`config.mk`:
```
export PLATFORM = sky130hd
export DESIGN_NAME = tdma_coordinator_mac_engine_flat
export DESIGN_NICKNAME = d
export VERILOG_FILES = /design/src/tdma_pkg.sv /design/src/tdma_if.sv /design/src/tdma_coordinator_mac_engine.sv /design/src/tdma_regs.sv /design/src/tdma_front.sv /design/src/tdma_jobq.sv /design/src/tdma_back.sv /design/src/flat_wrapper.sv
export VERILOG_INCLUDE_DIRS = /design/src /design/src/src
export SDC_FILE = /design/constraint.sdc
export NUM_CORES = 1
export LEC_CHECK = 0
export ABC_AREA = 1
export BUFFER_PORTS_ARGS = -buffer_cell sky130_fd_sc_hd__buf_4
export CELL_PAD_IN_SITES_DETAIL_PLACEMENT = 1
export CELL_PAD_IN_SITES_GLOBAL_PLACEMENT = 2
export CORE_MARGIN = 3
export CORE_UTILIZATION = 39
export CTS_CLUSTER_DIAMETER = 200
export DETAILED_ROUTE_END_ITERATION = 8
export PLACE_DENSITY = 0.82
export SYNTH_ARGS = -nofsm -noshare
export SYNTH_HDL_FRONTEND = slang
export SYNTH_HIERARCHICAL = 1
export SYNTH_SLANG_ARGS = --single-unit
```
`constraint.sdc`:
```
create_clock -name clk -period 9.1 [get_ports clk]
set_clock_uncertainty 0.05 [all_clocks]
set_input_delay 0.455 -clock clk [delete_from_list [all_inputs] [get_ports clk]]
set_output_delay 0.455 -clock clk [all_outputs]
set_load 0.02 [all_outputs]
```
`src/tdma_coordinator_mac_engine_macros.svh`:
```
// ----------------------------------------------------------------------------
// TDMA coordinator MAC assertion macros
// Shared concurrent assertion forms, clocked on clk and disabled in reset.
// ----------------------------------------------------------------------------
`ifndef TDMA_COORDINATOR_MAC_ENGINE_MACROS_SVH
`define TDMA_COORDINATOR_MAC_ENGINE_MACROS_SVH

// property must hold at every edge out of reset
`define TDMA_ASSERT(label, prop, msg) \
  label: assert property (@(posedge clk) disable iff (rst) (prop)) else $error(msg);

// expression must never be true out of reset
`define TDMA_NEVER(label, expr, msg) \
  label: assert property (@(posedge clk) disable iff (rst) !(expr)) else $error(msg);

`endif

```
`src/tdma_pkg.sv`:
```
// ----------------------------------------------------------------------------
// TDMA coordinator MAC package
// Shared types, codes, frame layout constants and CRC helper.
// ----------------------------------------------------------------------------
package tdma_pkg;

  localparam int ADDR_W = 5;

  localparam logic [2:0] REG_FCF       = 3'd0;
  localparam logic [2:0] REG_DEST_PAN  = 3'd1;
  localparam logic [2:0] REG_OWN_PAN   = 3'd2;
  localparam logic [2:0] REG_OWN_ADDR  = 3'd3;
  localparam logic [2:0] REG_SUPERFRM  = 3'd4;
  localparam logic [2:0] REG_SLOT_TOT  = 3'd5;
  localparam logic [2:0] REG_LATE_LIM  = 3'd6;
  localparam logic [2:0] REG_FIRST_SEQ = 3'd7;

  localparam logic ACT_BEACON  = 1'b0;
  localparam logic KIND_BEACON = 1'b0;
  localparam logic KIND_ASSOC  = 1'b1;

  localparam logic [7:0]  BEACON_CODE     = 8'd0;
  localparam logic [7:0]  ASSOC_CODE      = 8'd2;
  localparam logic [7:0]  REQUEST_CODE    = 8'd3;
  localparam logic [7:0]  MIN_REQUEST_LEN = 8'd13;
  localparam logic [7:0]  FIRST_SLOT      = 8'd10;
  localparam logic [7:0]  SLOT_STEP       = 8'd5;
  localparam logic [15:0] BROADCAST       = 16'hFFFF;
  localparam logic [15:0] CRC_POLY        = 16'h8408;

  localparam logic [7:0] RX_TYPE_POS = 8'd1;
  localparam logic [7:0] RX_REQ_LO   = 8'd11;
  localparam logic [7:0] RX_REQ_HI   = 8'd12;

  // bytes before the CRC
  localparam logic [4:0] BEACON_BODY = 5'd18;
  localparam logic [4:0] ASSOC_BODY  = 5'd12;

  localparam int QDEPTH = 4;
  localparam int QPTR_W = $clog2(QDEPTH);
  localparam int QCNT_W = $clog2(QDEPTH + 1);

  typedef struct packed {
    logic [7:0]  frame_control_byte;
    logic [15:0] dest_pan_id;
    logic [15:0] own_pan_id;
    logic [15:0] own_short_addr;
    logic [15:0] superframe_length;
    logic [7:0]  slot_total;
    logic [31:0] late_limit_ms;
  } cfg_t;

  typedef struct packed {
    logic        kind;
    logic [7:0]  seq;
    logic [31:0] stamp;
    logic [15:0] requester;
    logic [7:0]  slot;
    logic [15:0] good;
    logic [15:0] bad;
  } job_t;

  function automatic logic [15:0] crc_byte(input logic [15:0] crc_in, input logic [7:0] b);
    logic [15:0] c;
    logic        fb;
    c = crc_in;
    for (int k = 0; k < 8; k++) begin
      fb = b[k] ^ c[0];
      c  = {1'b0, c[15:1]};
      if (fb) begin
        c = c ^ CRC_POLY;
      end
    end
    return c;
  endfunction

  function automatic logic [15:0] sat_inc16(input logic [15:0] v);
    return (v == 16'hFFFF) ? v : v + 16'd1;
  endfunction

endpackage

```
`src/tdma_if.sv`:
```
// ----------------------------------------------------------------------------
// TDMA coordinator MAC channel interfaces
// Input item channel and output frame byte channel, valid/ready.
// ----------------------------------------------------------------------------
interface tdma_in_if;
  logic        valid;
  logic        ready;
  logic        action;
  logic [7:0]  data_byte;
  logic        frame_end;
  logic [31:0] now_ms;

  modport source (output valid, action, data_byte, frame_end, now_ms, input ready);
  modport sink (input valid, action, data_byte, frame_end, now_ms, output ready);
endinterface

interface tdma_out_if;
  logic        valid;
  logic        ready;
  logic [7:0]  out_byte;
  logic        out_last;
  logic        out_kind;
  logic [15:0] frames_counted;
  logic [15:0] crc_failures;

  modport source (output valid, out_byte, out_last, out_kind, frames_counted, crc_failures,
                  input ready);
  modport sink (input valid, out_byte, out_last, out_kind, frames_counted, crc_failures,
                output ready);
endinterface

```
`src/tdma_coordinator_mac_engine.sv`:
```
// ----------------------------------------------------------------------------
// TDMA coordinator MAC engine
// Beacon and association frame generator with request frame checking.
//
//   channel  dir  beat
//   items    in   beacon trigger or one request byte, with time stamp
//   frames   out  one sent frame byte with last mark, kind and counters
//   apb      in   configuration register write/read
//
// One item is taken per cycle while the four-entry job queue has room.
// Each beacon sends 20 beats and each association 14, one beat per cycle
// from the back end serializer unless the output stalls; the output port sets sustained throughput.
// Synchronous reset clears control state; no clearing pass.
// An output stall holds the back end; the front keeps taking items until
// the job queue fills, then drops items.ready.
// ----------------------------------------------------------------------------
module tdma_coordinator_mac_engine (
  input  logic                        clk,
  input  logic                        rst,
  tdma_in_if.sink                     items,
  tdma_out_if.source                  frames,
  input  logic                        psel,
  input  logic                        penable,
  input  logic                        pwrite,
  input  logic [tdma_pkg::ADDR_W-1:0] paddr,
  input  logic [31:0]                 pwdata,
  output logic [31:0]                 prdata,
  output logic                        pready
);

  tdma_pkg::cfg_t cfg;
  tdma_pkg::job_t push_job;
  tdma_pkg::job_t q_data;
  logic           seq_load;
  logic [7:0]     seq_value;
  logic           push;
  logic           q_full;
  logic           q_valid;
  logic           pop;

  tdma_regs u_regs (
    .clk       (clk),
    .rst       (rst),
    .psel      (psel),
    .penable   (penable),
    .pwrite    (pwrite),
    .paddr     (paddr),
    .pwdata    (pwdata),
    .prdata    (prdata),
    .pready    (pready),
    .cfg       (cfg),
    .seq_load  (seq_load),
    .seq_value (seq_value)
  );

  tdma_front u_front (
    .clk       (clk),
    .rst       (rst),
    .items     (items),
    .cfg       (cfg),
    .seq_load  (seq_load),
    .seq_value (seq_value),
    .q_full    (q_full),
    .push      (push),
    .job       (push_job)
  );

  tdma_jobq u_jobq (
    .clk    (clk),
    .rst    (rst),
    .push   (push),
    .wdata  (push_job),
    .full   (q_full),
    .pop    (pop),
    .rdata  (q_data),
    .rvalid (q_valid)
  );

  tdma_back u_back (
    .clk     (clk),
    .rst     (rst),
    .cfg     (cfg),
    .q_data  (q_data),
    .q_valid (q_valid),
    .pop     (pop),
    .frames  (frames)
  );

endmodule

```
`src/tdma_regs.sv`:
```
// ----------------------------------------------------------------------------
// TDMA register file
// APB-style configuration registers; sequence load pulse on first_sequence.
// ----------------------------------------------------------------------------
module tdma_regs (
  input  logic                        clk,
  input  logic                        rst,
  input  logic                        psel,
  input  logic                        penable,
  input  logic                        pwrite,
  input  logic [tdma_pkg::ADDR_W-1:0] paddr,
  input  logic [31:0]                 pwdata,
  output logic [31:0]                 prdata,
  output logic                        pready,
  output tdma_pkg::cfg_t              cfg,
  output logic                        seq_load,
  output logic [7:0]                  seq_value
);

  logic [7:0]  first_sequence;
  logic [2:0]  idx;
  logic        wr;

  assign pready    = 1'b1;
  assign idx       = paddr[4:2];
  assign wr        = psel && penable && pwrite;
  assign seq_load  = wr && (idx == tdma_pkg::REG_FIRST_SEQ);
  assign seq_value = pwdata[7:0];

  always_ff @(posedge clk) begin
    if (rst) begin
      cfg            <= '0;
      first_sequence <= 8'd0;
    end else if (wr) begin
      case (idx)
        tdma_pkg::REG_FCF:       cfg.frame_control_byte <= pwdata[7:0];
        tdma_pkg::REG_DEST_PAN:  cfg.dest_pan_id        <= pwdata[15:0];
        tdma_pkg::REG_OWN_PAN:   cfg.own_pan_id         <= pwdata[15:0];
        tdma_pkg::REG_OWN_ADDR:  cfg.own_short_addr     <= pwdata[15:0];
        tdma_pkg::REG_SUPERFRM:  cfg.superframe_length  <= pwdata[15:0];
        tdma_pkg::REG_SLOT_TOT:  cfg.slot_total         <= pwdata[7:0];
        tdma_pkg::REG_LATE_LIM:  cfg.late_limit_ms      <= pwdata;
        tdma_pkg::REG_FIRST_SEQ: first_sequence         <= pwdata[7:0];
        default: ;
      endcase
    end
  end

  always_comb begin
    case (idx)
      tdma_pkg::REG_FCF:       prdata = {24'd0, cfg.frame_control_byte};
      tdma_pkg::REG_DEST_PAN:  prdata = {16'd0, cfg.dest_pan_id};
      tdma_pkg::REG_OWN_PAN:   prdata = {16'd0, cfg.own_pan_id};
      tdma_pkg::REG_OWN_ADDR:  prdata = {16'd0, cfg.own_short_addr};
      tdma_pkg::REG_SUPERFRM:  prdata = {16'd0, cfg.superframe_length};
      tdma_pkg::REG_SLOT_TOT:  prdata = {24'd0, cfg.slot_total};
      tdma_pkg::REG_LATE_LIM:  prdata = cfg.late_limit_ms;
      tdma_pkg::REG_FIRST_SEQ: prdata = {24'd0, first_sequence};
      default:                 prdata = 32'd0;
    endcase
  end

endmodule

```
`src/tdma_front.sv`:
```
// ----------------------------------------------------------------------------
// TDMA front end
// Takes beacon triggers and request bytes, runs the receive CRC, judges
// request frames and queues frame jobs for the back end.
// ----------------------------------------------------------------------------
module tdma_front (
  input  logic               clk,
  input  logic               rst,
  tdma_in_if.sink            items,
  input  tdma_pkg::cfg_t     cfg,
  input  logic               seq_load,
  input  logic [7:0]         seq_value,
  input  logic               q_full,
  output logic               push,
  output tdma_pkg::job_t     job
);

  logic        beacon_seen, beacon_seen_next;
  logic [31:0] beacon_time, beacon_time_next;
  logic [7:0]  sequence_counter, sequence_counter_next;
  logic [7:0]  next_slot, next_slot_next;
  logic [7:0]  rx_length, rx_length_next;
  logic [15:0] rx_crc, rx_crc_next;
  logic [7:0]  rx_type, rx_type_next;
  logic [15:0] rx_requester, rx_requester_next;
  logic [15:0] good_frames, good_frames_next;
  logic [15:0] bad_frames, bad_frames_next;

  logic        accept;
  logic [15:0] crc_new;
  logic [7:0]  len_new;
  logic [7:0]  type_new;
  logic [15:0] req_new;
  logic [31:0] elapsed;
  logic        timely;

  assign items.ready = !q_full;
  assign accept      = items.valid && items.ready;

  assign crc_new  = tdma_pkg::crc_byte(rx_crc, items.data_byte);
  assign len_new  = (rx_length == 8'hFF) ? rx_length : rx_length + 8'd1;
  assign type_new = (rx_length == tdma_pkg::RX_TYPE_POS) ? items.data_byte : rx_type;
  assign req_new  = (rx_length == tdma_pkg::RX_REQ_LO) ? {rx_requester[15:8], items.data_byte} :
                    (rx_length == tdma_pkg::RX_REQ_HI) ? {items.data_byte, rx_requester[7:0]} :
                    rx_requester;
  assign elapsed  = items.now_ms - beacon_time;
  assign timely   = beacon_seen && (elapsed <= cfg.late_limit_ms);

  always_comb begin
    beacon_seen_next      = beacon_seen;
    beacon_time_next      = beacon_time;
    sequence_counter_next = sequence_counter;
    next_slot_next        = next_slot;
    rx_length_next        = rx_length;
    rx_crc_next           = rx_crc;
    rx_type_next          = rx_type;
    rx_requester_next     = rx_requester;
    good_frames_next      = good_frames;
    bad_frames_next       = bad_frames;
    push                  = 1'b0;
    job                   = '0;
    job.seq               = sequence_counter;
    job.good              = good_frames;
    job.bad               = bad_frames;

    if (accept) begin
      if (items.action == tdma_pkg::ACT_BEACON) begin
        beacon_seen_next      = 1'b1;
        beacon_time_next      = items.now_ms;
        sequence_counter_next = sequence_counter + 8'd1;
        push                  = 1'b1;
        job.kind              = tdma_pkg::KIND_BEACON;
        job.stamp             = items.now_ms;
      end else if (!items.frame_end) begin
        rx_length_next    = len_new;
        rx_crc_next       = crc_new;
        rx_type_next      = type_new;
        rx_requester_next = req_new;
      end else begin
        rx_length_next    = 8'd0;
        rx_crc_next       = 16'd0;
        rx_type_next      = 8'd0;
        rx_requester_next = 16'd0;
        if (timely && (len_new >= tdma_pkg::MIN_REQUEST_LEN)) begin
          good_frames_next = tdma_pkg::sat_inc16(good_frames);
          job.good         = good_frames_next;
          if (crc_new != 16'd0) begin
            bad_frames_next = tdma_pkg::sat_inc16(bad_frames);
          end else if (type_new == tdma_pkg::REQUEST_CODE) begin
            sequence_counter_next = sequence_counter + 8'd1;
            next_slot_next        = next_slot + tdma_pkg::SLOT_STEP;
            push                  = 1'b1;
            job.kind              = tdma_pkg::KIND_ASSOC;
            job.requester         = req_new;
            job.slot              = next_slot;
          end
        end
      end
    end

    if (seq_load) begin
      sequence_counter_next = seq_value;
    end
  end

  always_ff @(posedge clk) begin
    if (rst) begin
      beacon_seen      <= 1'b0;
      beacon_time      <= 32'd0;
      sequence_counter <= 8'd0;
      next_slot        <= tdma_pkg::FIRST_SLOT;
      rx_length        <= 8'd0;
      rx_crc           <= 16'd0;
      rx_type          <= 8'd0;
      rx_requester     <= 16'd0;
      good_frames      <= 16'd0;
      bad_frames       <= 16'd0;
    end else begin
      beacon_seen      <= beacon_seen_next;
      beacon_time      <= beacon_time_next;
      sequence_counter <= sequence_counter_next;
      next_slot        <= next_slot_next;
      rx_length        <= rx_length_next;
      rx_crc           <= rx_crc_next;
      rx_type          <= rx_type_next;
      rx_requester     <= rx_requester_next;
      good_frames      <= good_frames_next;
      bad_frames       <= bad_frames_next;
    end
  end

endmodule

```
`src/tdma_jobq.sv`:
```
// ----------------------------------------------------------------------------
// TDMA job queue
// Short register FIFO of frame jobs between front and back end.
// ----------------------------------------------------------------------------
`include "tdma_coordinator_mac_engine_macros.svh"

module tdma_jobq (
  input  logic           clk,
  input  logic           rst,
  input  logic           push,
  input  tdma_pkg::job_t wdata,
  output logic           full,
  input  logic           pop,
  output tdma_pkg::job_t rdata,
  output logic           rvalid
);

  tdma_pkg::job_t                mem [tdma_pkg::QDEPTH];
  logic [tdma_pkg::QPTR_W-1:0]   wr_ptr;
  logic [tdma_pkg::QPTR_W-1:0]   rd_ptr;
  logic [tdma_pkg::QCNT_W-1:0]   count;

  assign full   = (count == tdma_pkg::QCNT_W'(tdma_pkg::QDEPTH));
  assign rvalid = (count != '0);
  assign rdata  = mem[rd_ptr];

  always_ff @(posedge clk) begin
    if (push) begin
      mem[wr_ptr] <= wdata;
    end
  end

  always_ff @(posedge clk) begin
    if (rst) begin
      wr_ptr <= '0;
      rd_ptr <= '0;
      count  <= '0;
    end else begin
      if (push) begin
        wr_ptr <= wr_ptr + 1'b1;
      end
      if (pop) begin
        rd_ptr <= rd_ptr + 1'b1;
      end
      if (push && !pop) begin
        count <= count + 1'b1;
      end else if (pop && !push) begin
        count <= count - 1'b1;
      end
    end
  end

  `TDMA_NEVER(a_no_push_full, push && full, "job pushed into full queue")
  `TDMA_NEVER(a_no_pop_empty, pop && !rvalid, "job popped from empty queue")
  `TDMA_ASSERT(a_count_up, (push && !pop) |=> (count == $past(count) + 1'b1), "count did not rise")
  `TDMA_ASSERT(a_ptr_gap, (wr_ptr - rd_ptr) == count[tdma_pkg::QPTR_W-1:0], "pointers and count disagree")

endmodule

```
`src/tdma_back.sv`:
```
// ----------------------------------------------------------------------------
// TDMA back end
// Serializes queued frame jobs into bytes with a running transmit CRC,
// through a registered output stage.
// ----------------------------------------------------------------------------
module tdma_back (
  input  logic           clk,
  input  logic           rst,
  input  tdma_pkg::cfg_t cfg,
  input  tdma_pkg::job_t q_data,
  input  logic           q_valid,
  output logic           pop,
  tdma_out_if.source     frames
);

  tdma_pkg::job_t cur;
  logic           busy;
  logic [4:0]     idx;
  logic [15:0]    crc;

  logic           ov;
  logic [7:0]     obyte;
  logic           olast;
  logic           okind;
  logic [15:0]    ogood;
  logic [15:0]    obad;

  logic [4:0]     body_len;
  logic [4:0]     last_idx;
  logic           load_out;
  logic           is_last;
  logic [15:0]    dst;
  logic [7:0]     code;
  logic [7:0]     body_byte;
  logic [7:0]     byte_sel;

  assign body_len = (cur.kind == tdma_pkg::KIND_ASSOC) ? tdma_pkg::ASSOC_BODY
                                                       : tdma_pkg::BEACON_BODY;
  assign last_idx = body_len + 5'd1;
  assign load_out = busy && (!ov || frames.ready);
  assign is_last  = (idx == last_idx);
  assign pop      = q_valid && (!busy || (load_out && is_last));
  assign dst      = (cur.kind == tdma_pkg::KIND_ASSOC) ? cur.requester : tdma_pkg::BROADCAST;
  assign code     = (cur.kind == tdma_pkg::KIND_ASSOC) ? tdma_pkg::ASSOC_CODE
                                                       : tdma_pkg::BEACON_CODE;

  // header bytes 0..10 share one layout (code and destination depend on kind); payload from byte 11 differs by kind
  always_comb begin
    case (idx)
      5'd0:    body_byte = cfg.frame_control_byte;
      5'd1:    body_byte = code;
      5'd2:    body_byte = cur.seq;
      5'd3:    body_byte = cfg.dest_pan_id[7:0];
      5'd4:    body_byte = cfg.dest_pan_id[15:8];
      5'd5:    body_byte = dst[7:0];
      5'd6:    body_byte = dst[15:8];
      5'd7:    body_byte = cfg.own_pan_id[7:0];
      5'd8:    body_byte = cfg.own_pan_id[15:8];
      5'd9:    body_byte = cfg.own_short_addr[7:0];
      5'd10:   body_byte = cfg.own_short_addr[15:8];
      5'd11:   body_byte = (cur.kind == tdma_pkg::KIND_ASSOC) ? cur.slot
                                                              : cfg.superframe_length[7:0];
      5'd12:   body_byte = cfg.superframe_length[15:8];
      5'd13:   body_byte = cfg.slot_total;
      5'd14:   body_byte = cur.stamp[7:0];
      5'd15:   body_byte = cur.stamp[15:8];
      5'd16:   body_byte = cur.stamp[23:16];
      5'd17:   body_byte = cur.stamp[31:24];
      default: body_byte = 8'd0;
    endcase
  end

  always_comb begin
    if (idx == body_len) begin
      byte_sel = crc[7:0];
    end else if (is_last) begin
      byte_sel = crc[15:8];
    end else begin
      byte_sel = body_byte;
    end
  end

  always_ff @(posedge clk) begin
    if (load_out) begin
      obyte <= byte_sel;
      olast <= is_last;
      okind <= cur.kind;
      ogood <= cur.good;
      obad  <= cur.bad;
    end
  end

  always_ff @(posedge clk) begin
    if (rst) begin
      busy <= 1'b0;
      idx  <= 5'd0;
      crc  <= 16'd0;
      ov   <= 1'b0;
    end else begin
      if (load_out) begin
        ov  <= 1'b1;
        idx <= idx + 5'd1;
        if (idx < body_len) begin
          crc <= tdma_pkg::crc_byte(crc, body_byte);
        end
        if (is_last) begin
          busy <= 1'b0;
        end
      end else if (frames.ready) begin
        ov <= 1'b0;
      end
      if (pop) begin
        busy <= 1'b1;
        idx  <= 5'd0;
        crc  <= 16'd0;
      end
    end
  end

  always_ff @(posedge clk) begin
    if (pop) begin
      cur <= q_data;
    end
  end

  assign frames.valid          = ov;
  assign frames.out_byte       = obyte;
  assign frames.out_last       = olast;
  assign frames.out_kind       = okind;
  assign frames.frames_counted = ogood;
  assign frames.crc_failures   = obad;

endmodule
```
`src/flat_wrapper.sv`:
```
// flat-port wrapper written by rule: the top's interface ports become plain ports
module tdma_coordinator_mac_engine_flat 
  (clk, rst, psel, penable, pwrite, paddr, pwdata, prdata, pready, items_valid, items_action, items_data_byte, items_frame_end, items_now_ms, items_ready, frames_valid, frames_out_byte, frames_out_last, frames_out_kind, frames_frames_counted, frames_crc_failures, frames_ready);
  tdma_in_if items_i ();
  tdma_out_if frames_i ();
  input  logic clk;
  input  logic rst;
  input  logic psel;
  input  logic penable;
  input  logic pwrite;
  input  logic [tdma_pkg::ADDR_W-1:0] paddr;
  input  logic [31:0] pwdata;
  output logic [31:0] prdata;
  output logic pready;
  input wire logic [$bits(items_i.valid)-1:0] items_valid;
  input wire logic [$bits(items_i.action)-1:0] items_action;
  input wire logic [$bits(items_i.data_byte)-1:0] items_data_byte;
  input wire logic [$bits(items_i.frame_end)-1:0] items_frame_end;
  input wire logic [$bits(items_i.now_ms)-1:0] items_now_ms;
  output wire logic [$bits(items_i.ready)-1:0] items_ready;
  output wire logic [$bits(frames_i.valid)-1:0] frames_valid;
  output wire logic [$bits(frames_i.out_byte)-1:0] frames_out_byte;
  output wire logic [$bits(frames_i.out_last)-1:0] frames_out_last;
  output wire logic [$bits(frames_i.out_kind)-1:0] frames_out_kind;
  output wire logic [$bits(frames_i.frames_counted)-1:0] frames_frames_counted;
  output wire logic [$bits(frames_i.crc_failures)-1:0] frames_crc_failures;
  input wire logic [$bits(frames_i.ready)-1:0] frames_ready;
  assign items_i.valid = items_valid;
  assign items_i.action = items_action;
  assign items_i.data_byte = items_data_byte;
  assign items_i.frame_end = items_frame_end;
  assign items_i.now_ms = items_now_ms;
  assign items_ready = items_i.ready;
  assign frames_valid = frames_i.valid;
  assign frames_out_byte = frames_i.out_byte;
  assign frames_out_last = frames_i.out_last;
  assign frames_out_kind = frames_i.out_kind;
  assign frames_frames_counted = frames_i.frames_counted;
  assign frames_crc_failures = frames_i.crc_failures;
  assign frames_i.ready = frames_ready;
  tdma_coordinator_mac_engine u_core (.clk(clk), .rst(rst), .items(items_i), .frames(frames_i), .psel(psel), .penable(penable), .pwrite(pwrite), .paddr(paddr), .pwdata(pwdata), .prdata(prdata), .pready(pready));
endmodule
```
Word level (Yosys, flattened, before mapping)
Memories as Yosys holds them, arrays and structs flattened. A register that Yosys moved wholly into a read port is not among the register bits.
Index checks and enable logic that the tools add are counted.
{"block": "totals", "regBits": 321, "ram_bits": 388, "in_bits": 86, "out_inout_bits": 77, "memories": 1}
{"memory": "u_core.u_jobq.mem", "depth": 4, "width": 97, "read_ports": 1, "rd_clocked_by_memory_dff": 1, "write_ports": 1, "line_no": "tdma_jobq.sv:18", "text": "tdma_pkg::job_t mem [tdma_pkg::QDEPTH];"}
{"block": "op_classes", "addsub": 12, "magnitude_cmp": 3, "n_eq_ne": 38, "muxes": 85, "bitwise_logic": 35, "n_reduce_logical": 44}
{"cell": "$mux 16", "n": 43}
{"cell": "$pmux 32 s8", "n": 1}
{"cell": "$pmux 8 s18", "n": 1}
{"cell": "$mux 40", "n": 3}
{"cell": "$mux 8", "n": 14}
{"cell": "$mux 72", "n": 1}
{"cell": "$mux 24", "n": 2}
{"cell": "$not 2->3", "n": 16}
{"cell": "$eq 5x4->1 const B", "n": 8}
{"cell": "$add 16x1->16 const B", "n": 2}
{"cell": "$eq 16x16->1 const B", "n": 2}
{"cell": "$le 32x32->1", "n": 1}
{"cell": "$mux 32", "n": 1}
{"cell": "$sub 32x32->32", "n": 1}
{"cell": "$reduce_and 2->1", "n": 12}
{"cell": "$eq 5x3->1 const B", "n": 4}
{"cell": "$add 8x1->8 const B", "n": 2}
{"cell": "$eq 8x4->1 const B", "n": 2}
{"cell": "$reduce_bool 16->1", "n": 1}
{"cell": "$xor 1x1->1", "n": 16}
{"cell": "$eq 3x3->1 const B", "n": 5}
{"cell": "$mux 1", "n": 15}
{"cell": "$reduce_and 6->1", "n": 2}
{"cell": "$logic_and 1x1->1", "n": 11}
{"cell": "31 further kinds", "n": 51}

Longest topological paths before layout
{"block": "logic_depth", "ltp_word": 39, "mapped_depth": 33, "mapped_depth_nobuf": 33}

By module
Netlist, hierarchy kept.
{"module": "tdma_jobq", "instances": 1, "cells_per_inst": 996, "area_each_um2": 14787.9}
{"module": "tdma_front", "instances": 1, "cells_per_inst": 1552, "area_each_um2": 10045.9}
{"module": "tdma_back", "instances": 1, "cells_per_inst": 768, "area_each_um2": 7329.5}
{"module": "tdma_regs", "instances": 1, "cells_per_inst": 799, "area_each_um2": 5574.1}

Worst setup path before layout
No wires, ideal clock.
{"block": "synth_timing", "path_kind": "reg2reg", "from": "reg, netlist name u_core/u_back/cur[96]", "to": "reg u_core/u_jobq/count[1] (netlist bit)", "arrival_ns": 7.102, "t_required_ns": 8.934, "slack_ns": 1.833, "path_stages_with_launch": 18, "n_path_buf": 1, "period_less_slack_ns": 7.267, "cell_sequence": "edfxtp_1 -> inv_2 -> clkbuf_1 -> ha_1 -> nand2_1 -> inv_1 -> nand3_2 -> nor2_4 -> inv_1 -> o21ai_1 -> inv_1 -> nor2_1 -> inv_1 -> ha_1 -> inv_1 -> fa_1 -> o21ai_0 -> nor2_1"}
{"block": "synth_via", "elab_chain_len": 9, "word_cells_on_any_way": 11, "classes_between": "add/sub: 1; eq/ne: 1; mux: 2; reduce/logical: 7"}
{"element": "$mux 5 (*)", "line_no": "tdma_back.sv:37", "text": "assign body_len = (cur.kind == tdma_pkg::KIND_ASSOC) ? tdma_pkg::ASSOC_BODY"}
{"element": "$add 5x1->5 (*)", "line_no": "tdma_back.sv:39", "text": "assign last_idx = body_len + 5'd1;"}
{"element": "$eq 5x5->1 (*)", "line_no": "tdma_back.sv:41", "text": "assign is_last = (idx == last_idx);"}
{"element": "named net u_core.u_back.is_last", "line_no": "tdma_back.sv:31", "text": "logic is_last;"}
{"element": "$logic_and 1x1->1 (*)", "line_no": "tdma_back.sv:42", "text": "assign pop = q_valid && (!busy || (load_out && is_last));"}
{"element": "$logic_or 1x1->1 (*)", "line_no": "tdma_back.sv:42"}
{"element": "$logic_and 1x1->1 (*)", "line_no": "tdma_back.sv:42"}
{"element": "named net u_core.pop", "line_no": "tdma_coordinator_mac_engine.sv:39", "text": "logic pop;"}
{"element": "$logic_not 1->1", "line_no": "tdma_jobq.sv:45", "text": "if (push && !pop) begin"}
{"element": "$logic_and 1x1->1", "line_no": "tdma_jobq.sv:45"}
{"element": "$mux 3 / $reduce_bool 2->1 (equally long branches)"}
{"element": "end signal, assigned", "line_no": "tdma_jobq.sv:46", "text": "count <= count + 1'b1;"}
{"element": "end signal, assigned", "line_no": "tdma_jobq.sv:48", "text": "count <= count - 1'b1;"}
{"element": "end, declared", "line_no": "tdma_jobq.sv:21", "text": "logic [tdma_pkg::QCNT_W-1:0] count;"}
Mark *: on every way through the listed nets, which the timed path passes. The rest lies on a longest branch.
A chain may end at the register's enable or synchronous reset.

Worst setup path in the final report
{"block": "layout_timing", "from": "reg u_core.u_front.beacon_time[0]", "to": "mem u_core/u_jobq/mem[0][93] (netlist bit), enable pin"}
{"block": "layout_via", "elab_chain_len": 10}
{"element": "start, declared", "line_no": "tdma_front.sv:19", "text": "logic [31:0] beacon_time, beacon_time_next;"}
{"element": "start signal, assigned", "line_no": "tdma_front.sv:120", "text": "beacon_time <= beacon_time_next;"}
{"element": "$sub 32x32->32", "line_no": "tdma_front.sv:46", "text": "assign elapsed = items.now_ms - beacon_time;"}
{"element": "$le 32x32->1", "line_no": "tdma_front.sv:47", "text": "assign timely = beacon_seen && (elapsed <= cfg.late_limit_ms);"}
{"element": "$logic_and 1x1->1", "line_no": "tdma_front.sv:47"}
{"element": "$logic_and 1x1->1", "line_no": "tdma_front.sv:84", "text": "if (timely && (len_new >= tdma_pkg::MIN_REQUEST_LEN)) begin"}
{"element": "$mux 1", "line_no": "tdma_front.sv:84"}
{"element": "$mux 1", "line_no": "tdma_front.sv:74", "text": "end else if (!items.frame_end) begin"}
{"element": "$mux 1", "line_no": "tdma_front.sv:67", "text": "if (items.action == tdma_pkg::ACT_BEACON) begin"}
{"element": "$mux 1", "line_no": "tdma_front.sv:66", "text": "if (accept) begin"}
{"element": "named net u_core.push", "line_no": "tdma_coordinator_mac_engine.sv:36", "text": "logic push;"}
{"element": "$mux 1", "line_no": "tdma_jobq.sv:28", "text": "if (push) begin"}
{"element": "$mux 1 (implied by the code)", "line_no": "tdma_jobq.sv:29", "text": "mem[wr_ptr] <= wdata;"}
{"element": "end, declared", "line_no": "tdma_jobq.sv:18"}
The timed path passes the listed nets, and every way through them passes these cells.

==> flow_summary_export.csv <==
group,metric,value,unit
sta,maxSlewHeadroom,26.43,%
global_route,antenna_found_initial,6,
yosys,ys_top_cells_by_count,"746 x nand2_1, 577 x nor2_1, 527 x edfxtp_1",
global_route,globalRouteOverflowTotal,0,
sta,setup_viol,0,
clock_tree,cts_tree,"yes",
yosys,avgSynthCellArea,9.171,um2
drt,wirelength,120200,um
power_and_ir_drop,vdd_drop_max,0.0002157,V
sta,drv_slew,0,
yosys,syn_area,37740,um2
clock_tree,cts_buffer_depth,3,
yosys,synth_area_leaders,"edfxtp_1 42%, dfxtp_1 15%, nand2_1 7.4%",
yosys,synth_cells,4115,
global_route,grt_pass1_vias,29770,
setup_path,r2r_cells,21,
floorplan,ios,163,
sta,rsz0062_at_grt,"false",
global_route,grt_pass1_wl,181400,um
place,hpwl,80540,um
worst_hold_path,hold_depth,3,
floorplan,start_util,39.54,%
global_route,grt_usage,23.64,%
layout,area_growth,14.18,%
floorplan,core,95440,um2
outcome,status,"complete, no violations",
clock_tree,htreeDepth,3,
sta,tns,0,ns
sta,post-route-period-util,72.01,%
setup_path,cp_slowest_cell,"inv_4",
yosys,syn_nets,4288,
floorplan,fp.dieH,317.1,um
setup_path,cp_cell_sequence,"ha_1, fa_1, o21ai_1, a21oi_1, o21ai_0, a21boi_1, o21ai_0, a21oi_1, xnor2_1, ha_1, nand2_1, nor4_1, nand3b_1, nand2_1, nand2_4, nor3_4, nand2_1, nand2_1, nand2_1, inv_4, buf_4",
yosys,asyncSetResetFlopFracSynth,0,%
setup_path,worstReg2RegStart,"u_core/u_front/beacon_time[0]",
run,maxCapViolations,0,
setup_path,slowest_delay,0.76,ns
sta,setup_slack,2.547,ns
clock_tree,cts_sinks,808,
global_route,grt_max_degree,105,
floorplan,die_x,317.1,um
drt,ant_nets,0,
worst_hold_path,worstHoldStart,"pwdata[14]",
place,place_ws,2.054,ns
layout,finalNetCount,4394,
sta,tightest_slew,1.100,ns
worst_hold_path,whs_endpoint,"u_core/u_regs/cfg[54]",
drt,num_vias,29480,
place,place.gp.congestion,0.8543,
yosys,synth-edff-count,527,
sta,period_minus_slack,6.553,ns
yosys,synth-warning-count,6,
setup_path,crit_type,"reg2reg",
clock_tree,worst_skew_pair.late_latency,0.68,ns
drt,via_per_inst,5.297,
layout,layout-drive-gt1-share,10.96,%
setup_path,cp.arrival,6.81,ns
yosys,yosysTopAreaCellShare,41.93,%
place,numPortBuffers,159,
floorplan,row_count,113,
yosys,synthFlopType,"edfxtp_1",
floorplan,dieArea,100500,um2
clock_tree,clockRootBuffer,"clkbuf_16",
setup_path,start_kind,"flip-flop",
yosys,yosysMostFrequentCell,"nand2_1",
worst_hold_path,hp-class,"in2reg",
drt,drtIter0Drc,2256,
setup_path,r2r_end,"u_core/u_jobq/mem[0][93]",
setup_path,crit_fanout,62,
setup_path,worst_path_most_repeated_cell,"nand2_1",
drt,dr.pass1.iters,7,
setup_path,critPathRequiredTime,9.36,ns
setup_path,crit_path_end_kind,"flip-flop",
power_and_ir_drop,leakagePower,16.35,nW
clock_tree,cts_buffers,89,
sta,fmax,152.6,MHz
drt,drc_errors,0,
yosys,ys_ff_latch,808,
yosys,synth.largest_area_cell,"edfxtp_1",
yosys,ys_seq_area_share,56.84,%
power_and_ir_drop,power_density,251.7,nW/um2
setup_path,rrSetupSlack,2.55,ns
drt,wl_per_cell,21.60,um
clock_tree,clk_pin_slew,0.06,ns
clock_tree,cts_resized,0,
yosys,yosysUniqueCellTypes,60,
sta,hold_viol_final,0,
## worst max path at each step
stage / start / to / slack (ns) / cells after the start
after floorplan: u_core/u_back/cur[96] / u_core/u_jobq/count[1] / 1.83 / 17
after global placement: items_now_ms[0] / u_core/u_jobq/mem[0][93] / 2.16 / 23
after detailed placement: items_now_ms[0] / u_core/u_jobq/mem[0][93] / 2.05 / 23
after CTS: u_core/u_front/beacon_time[0] / u_core/u_jobq/mem[0][93] / 2.38 / 21
after global routing: u_core/u_front/beacon_time[0] / u_core/u_jobq/mem[0][93] / 1.93 / 21
final: u_core/u_front/beacon_time[0] / u_core/u_jobq/mem[0][93] / 2.55 / 21
## metal layers
layer / GRT usage [%] / part of all wire [%]
met1: 31.72 / 45
met2: 39.12 / 47
met3: 3.578 / 4.7
met4: 8.045 / 3.4
met5: 0 / 0.032
## placed cells by master, fill, tap and decap left out, drive strengths merged, types with 4 or more instances in the layout
| master | n |
|---|---|
| inv | 375 |
| buf | 188 |
| xnor2 | 21 |
| a21oi | 206 |
| edfxtp | 527 |
| nor3 | 124 |
| o21ai | 414 |
| xor2 | 51 |
| dlygate4sd3 | 19 |
| a31oi | 5 |
| nand3 | 189 |
| dfxtp | 281 |
| nor4 | 10 |
| clkinvlp | 4 |
| nor2 | 622 |
| o21a | 4 |
| nand4 | 66 |
| clkinv | 34 |
| bufinv | 12 |
| o22ai | 102 |
| or2 | 25 |
| nand2 | 768 |
| o21bai | 4 |
| o211ai | 6 |
| clkbuf | 117 |
| a21boi | 5 |
| nand3b | 13 |
| ha | 85 |
## stage by stage
stage | cells | hold slack (ns) | power (mW) | cell area, um2 | util, %
2_1_floorplan | 4115 | 0.3503 | 6.276 | 37740 | -
3_3_place_gp | 5376 | 0.3525 | 7.025 | 39770 | 41.67
3_5_place_dp | 5376 | 0.3559 | 7.107 | 39770 | 41.67
5_1_grt | 5563 | 0.01449 | 11.38 | 43090 | 45.15
4_1_cts | 5562 | 0.00009970 | 10.97 | 43080 | 45.14
6_report | 5564 | 0.04060 | 10.84 | 43090 | 45.15
## cell families (layout without fill, tap and decap cells)
group | count (synthesis) | after routing | share of synthesized area [%]
other | 1 | 3 | 0.009937
adders and majority gates | 87 | 87 | 2.924
AOI/OAI and AO/OA | 761 | 761 | 10.92
DFF | 808 | 808 | 56.84
buffers and inverters | 567 | 749 | 6.525
xor gates and xnor gates | 72 | 72 | 1.671
and+or+nand+nor | 1819 | 1819 | 21.11
## registers in the layout, indices dropped and copies added, names as in the netlist, 2 cells and up, named ones only
| register | flops |
|---|---|
| u_core/u_back/idx | 5 |
| u_core/u_front/rx_crc | 16 |
| u_core/u_jobq/rd_ptr | 2 |
| u_core/u_back/frames.frames_counted | 16 |
| u_core/u_back/frames.out_byte | 8 |
| u_core/u_jobq/wr_ptr | 2 |
| u_core/u_front/good_frames | 16 |
| u_core/u_back/cur | 97 |
| u_core/u_back/frames.crc_failures | 16 |
| u_core/u_regs/first_sequence | 8 |
| u_core/u_front/next_slot | 8 |
| u_core/u_front/rx_type | 8 |
| u_core/u_front/bad_frames | 16 |
| u_core/u_regs/cfg | 112 |
| u_core/u_jobq/count | 3 |
| u_core/u_jobq/mem | 388 |
| u_core/u_front/beacon_time | 32 |
| u_core/u_front/sequence_counter | 8 |
| u_core/u_front/rx_length | 8 |
| u_core/u_back/crc | 16 |
| u_core/u_front/rx_requester | 16 |
## worst max-delay path: cells and delay by family (launching register included)
family | cells | cell delay, ns
compound gates | 6 | 1.59
xor+xnor | 1 | 0.17
fa+ha+maj | 3 | 0.92
buf+inv | 2 | 1.23
flops | 1 | 0.32
simple gates | 9 | 1.94
## cell type report
class	count	area [um2]
antenna	2	5.005
clock buffer	117	2456
inverter	375	1426
sequential	808	21460
tap	1265	1583
multi-input combinational	2740	13850
timing repair buffer	207	1639
clock inverter	50	666.9
fill	10870	52350
## power breakdown
group	leakage [nW]	switching, mW	internal, mW
logic	7.71	1.62	0.637
registers	7.12	0.237	4.53
clock network	1.52	1.55	2.27
total	16.3	3.41	7.44
## timing repair
action                                  in CTS  in global routing
buffers inserted                             0                  0
endpoints found under the setup margin       0                  0
endpoints found under the hold margin       25                  0
hold buffers                                19                  0
No activity file was read; power rests on OpenSTA's default activity.
